$ cat src/sv/n2m_pkg.sv
`timescale 1ns / 1ps
// ----------------------------------------------------------------------------
// n2m_pkg
// Shared types, constants and saturation helper of the Newton-to-monomial
// expander.
// ----------------------------------------------------------------------------
package n2m_pkg;

  localparam int COEF_W  = 32;
  localparam int PROD_W  = 64;
  localparam int DIFF_W  = 50;
  localparam int POWER_W = 4;

  localparam logic signed [DIFF_W-1:0] SAT_HI = 50'sd2147483647;
  localparam logic signed [DIFF_W-1:0] SAT_LO = -50'sd2147483648;

  typedef enum logic [2:0] {
    ST_IDLE,
    ST_MUL,
    ST_SUB,
    ST_ADD,
    ST_SNAP,
    ST_EMIT
  } n2m_state_t;

  typedef struct packed {
    logic mul;
    logic sub;
    logic snap;
    logic shift;
  } n2m_cell_ctrl_t;

  typedef struct packed {
    logic signed [COEF_W-1:0] value;
    logic                     hit;
  } n2m_sat_t;

  function automatic n2m_sat_t sat32(input logic signed [DIFF_W-1:0] v);
    n2m_sat_t r;
    if (v > SAT_HI) begin
      r.value = SAT_HI[COEF_W-1:0];
      r.hit   = 1'b1;
    end else if (v < SAT_LO) begin
      r.value = SAT_LO[COEF_W-1:0];
      r.hit   = 1'b1;
    end else begin
      r.value = v[COEF_W-1:0];
      r.hit   = 1'b0;
    end
    return r;
  endfunction

endpackage

$ cat src/sv/n2m_cell.sv
`timescale 1ns / 1ps
// ----------------------------------------------------------------------------
// n2m_cell
// One coefficient cell: holds c[k], forms node * c[k], takes
// c[k-1] - round(node * c[k]) with saturation, and keeps a snapshot
// register that shifts toward the base cell during output.
// ----------------------------------------------------------------------------
module n2m_cell (
  input  logic                                  clk,
  input  logic                                  rst,
  input  n2m_pkg::n2m_cell_ctrl_t               ctrl,
  input  logic                                  load_en,
  input  logic signed [n2m_pkg::COEF_W-1:0]     load_val,
  input  logic signed [n2m_pkg::COEF_W-1:0]     node,
  input  logic signed [n2m_pkg::COEF_W-1:0]     lower,
  input  logic signed [n2m_pkg::COEF_W-1:0]     upper_snap,
  output logic signed [n2m_pkg::COEF_W-1:0]     coef,
  output logic signed [n2m_pkg::COEF_W-1:0]     snap,
  output logic                                  sat_hit
);

  logic signed [n2m_pkg::PROD_W-1:0] prod;
  logic signed [n2m_pkg::DIFF_W-1:0] diff;
  n2m_pkg::n2m_sat_t                 res;

  // floor((p + 2^15) / 2^16) == (p >>> 16) + p[15]
  always_comb begin
    diff = n2m_pkg::DIFF_W'(lower)
         - n2m_pkg::DIFF_W'($signed(prod[n2m_pkg::PROD_W-1:16]))
         - n2m_pkg::DIFF_W'(prod[15]);
    res  = n2m_pkg::sat32(diff);
  end

  assign sat_hit = res.hit;

  always_ff @(posedge clk) begin
    if (rst) begin
      coef <= '0;
    end else if (load_en) begin
      coef <= load_val;
    end else if (ctrl.sub) begin
      coef <= res.value;
    end
  end

  always_ff @(posedge clk) begin
    if (ctrl.mul) begin
      prod <= node * coef;
    end
  end

  always_ff @(posedge clk) begin
    if (ctrl.snap) begin
      snap <= coef;
    end else if (ctrl.shift) begin
      snap <= upper_snap;
    end
  end

endmodule

$ cat config.mk
export PLATFORM = sky130hd
export DESIGN_NAME = n2m_cell
export DESIGN_NICKNAME = d
export VERILOG_FILES = /design/src/sv/n2m_pkg.sv /design/src/sv/n2m_cell.sv
export SDC_FILE = /design/constraint.sdc
export NUM_CORES = 2
export LEC_CHECK = 0
export BUFFER_PORTS_ARGS = -buffer_cell sky130_fd_sc_hd__buf_2
export CORE_MARGIN = 2
export CORE_UTILIZATION = 45
export DETAILED_ROUTE_END_ITERATION = 12
export SETUP_SLACK_MARGIN = 0.05
export SYNTH_ARGS = -nofsm -noshare
export SYNTH_HDL_FRONTEND = slang
export SYNTH_SLANG_ARGS = --single-unit
export TNS_END_PERCENT = 5
$ cat constraint.sdc
create_clock -name clk -period 19.1 [get_ports clk]
set_input_delay 3.82 -clock clk [delete_from_list [all_inputs] [get_ports clk]]
set_output_delay 3.82 -clock clk [all_outputs]
set_load 0.02 [all_outputs]
==> qor.txt <==
status = finished clean
fin crit share = 64.1%
Worst setup SP type = primary input
share of layout cells above drive strength 1 = 7.25%
largest net degree at the start of global routing = 66
fmax = 0.0816 GHz
starting density of the core = 45.5%
Mapped Nets = 6177
footprint of the multi-input gates = 0.0358 mm2
fillers = 9363
crit path cell chain = buf_2 -> fa_1 -> ha_1 -> nor2_1 -> fa_1 -> a21boi_0 -> o22ai_2 -> o21ai_1 -> o22a_2 -> o2111a_1 -> or2_1 -> o31ai_1 -> or4b_1 -> nor4_1 -> nand3_1 -> mux2_2 -> buf_2
Worst Setup End Kind = output port
WS Path Type = primary input to output port
slowest CP cell = fa_1
R2R Path Start = coef[17]
Final TNS setup = 0 ns
Final #Nets = 6198
initial antenna violation count = 11
worst path required time = 15.28 ns
HP Start = coef[6]
final WL = 121 mm
hold_ws = 0.612 ns
FF/Latch Area = 0.00308 mm2
WL met3 = 4.49 mm
GRT overflow = 0
worst min-delay path category = flop to flop
Post-CTS Setup Inserts = 0
CP startpoint = lower[0]
Worst-Margin Slew = 1.20 ns
first-pass GRT wire length = 193 mm
Slew HR = 20.3%
synth unique cells = 77
number of synthesized flops with an enable pin = 81
PortBufs = 199
root buf cell = clkbuf_16
H-tree levels = 4
hold buffer count at cts = 0
TritonRoute pass-1 iters = 5
Clock Latency Late Sink = 0.45 ns
fin util = 48.1%
Crit path largest cell delay = 0.57 ns
DP HPWL = 97.1 mm
ys async rst share = 0%
Final Hold Fails = 0
critical path peak fanout = 4
Die W = 317 um
Setup-failing EPs final = 0
Vias/cell = 5.24
Die Ht = 317 um
post-route ant nets = 0
Overall Global Routing Usage = 25.2%
number of buffers created by CTS = 17
die footprint = 0.100 mm2
clock-pin slew on the worst setup and hold paths = 0.07 ns
clk buf depth = 2
WL/cell = 20.1 um
CTS tree = done
#FFs+latches synth = 113
Max-cap violations = 0
core area = 0.0967 mm2
Final Wtd Congestion = 0.909
WL met1 = 46.8 mm
CTS resizes = 0
DRC = 0
Rows = 114
CP Data Arrival Time = 8.43 ns
min cycle time layout = 12.25 ns
RSZ-0062 raised after global routing = false
Final Max Slew Viols = 0
syn_area_per_cell = 9.39 um2
Bufs and invs on worst path = 2
area grow syn2layout = 5.85%
Syn Std Cell Area = 0.0440 mm2
vias in the first global route = 34300
cell family with most CP delay = compound AO/OA/AOI/OAI gates
initial DRC count = 1778
sequential area share after synthesis = 6.99%
Syn Inst Count = 4684
Vias = 31500
Synth Flop Type = edfxtp_1
synth warn = 0
metal2 WL = 64.8 mm
I/O Pins = 200
clk sinks = 113
DR top layer = met4
clk_skew = 0.0118 ns
[synth_stat cells (6+ instances only)]
library cell  instances  area (um2)
and3_1               11        68.8
o22ai_1              30         188
a21oi_1             101         505
o211ai_1              7        52.6
or2_2                 7        43.8
nand2_1             545        2050
a211o_1              38         333
nor2_1               70         263
ha_1                275        3440
o2111ai_1             6        52.6
mux2_2               34         383
a211oi_1             12        90.1
dfxtp_1              32         641
clkbuf_1            237         890
nor3_1               44         220
nand4_1              29         181
xnor2_1              64         561
o21ai_0              65         325
a31oi_1               9        56.3
and2_1              514        3220
a21o_1               47         353
o21bai_1             12        90.1
inv_1              1115        4190
fa_1               1083       21700
edfxtp_1             81        2430
nor2b_1               9        56.3
nand3_1              13        65.1
nand2b_1             39         244
o21a_1               18         135
or3_1                 6        37.5
o31ai_1               7        52.6
xor2_1               39         342
[layout make-up]
| cell class | count | area share [%] |
|---|---|---|
| inverters | 1116 | 9.00 |
| well taps | 1276 | 3.43 |
| clock buffers | 18 | 0.944 |
| multi-input cells | 3211 | 76.9 |
| diodes | 5 | 0.0269 |
| repair buffers | 246 | 2.90 |
| clock inverters | 14 | 0.228 |
| flip-flops and latches | 113 | 6.61 |
[through the flow]
stage	area [um2]	std cells	setup WS, ns
after floorplan	44000	4684	7.59
after global placement	46000	5962	6.64
after detailed placement	46000	5962	6.58
after CTS	46500	5994	6.87
after global routing	46500	5996	6.50
final	46500	5999	6.85
[layout by cell type (no fill, tap or decap), types with 64 or more instances in the layout]
master	n
inv_1	1115
fa_1	1083
nand2_1	545
and2_1	514
ha_1	275
buf_2	199
a21oi_1	101
edfxtp_1	81
nor2_1	70
o21ai_0	65
xnor2_1	64
[path summary, 6_finish.rpt]
check / endpoint / slack (ns) / cells after the start
worst min register to register: snap[6] / 0.61 / 1
worst max-delay path: sat_hit / 6.85 / 17
worst min-delay path: snap[6] / 0.61 / 1
worst max register to register: prod[63] / 9.88 / 25
[kinds of logic after synthesis]
kind of cell	share of synthesized area, %
buffers and inverters	11.7
adder cells (fa/ha/maj)	57.1
AND/OR/NAND/NOR	15.1
AO/OA/AOI/OAI	6.19
flip-flops	6.99
XOR/XNOR	2.05
multiplexers	0.916
[metal layers]
| metal | vias up | GRT usage [%] |
|---|---|---|
| met5 | - | 0 |
| met4 | 0 | 8.28 |
| met1 | 16600 | 30.6 |
| met2 | 662 | 46.9 |
| li1 | 14000 | - |
| met3 | 197 | 2.32 |
[state kept, by name (all words and copies together) (netlist names)]
| name | flops |
|---|---|
| prod | 49 |
| snap | 32 |
| coef | 32 |
Power is not shown: default switching activity piles up to over one toggle a cycle in this logic, so the estimate is an artifact.
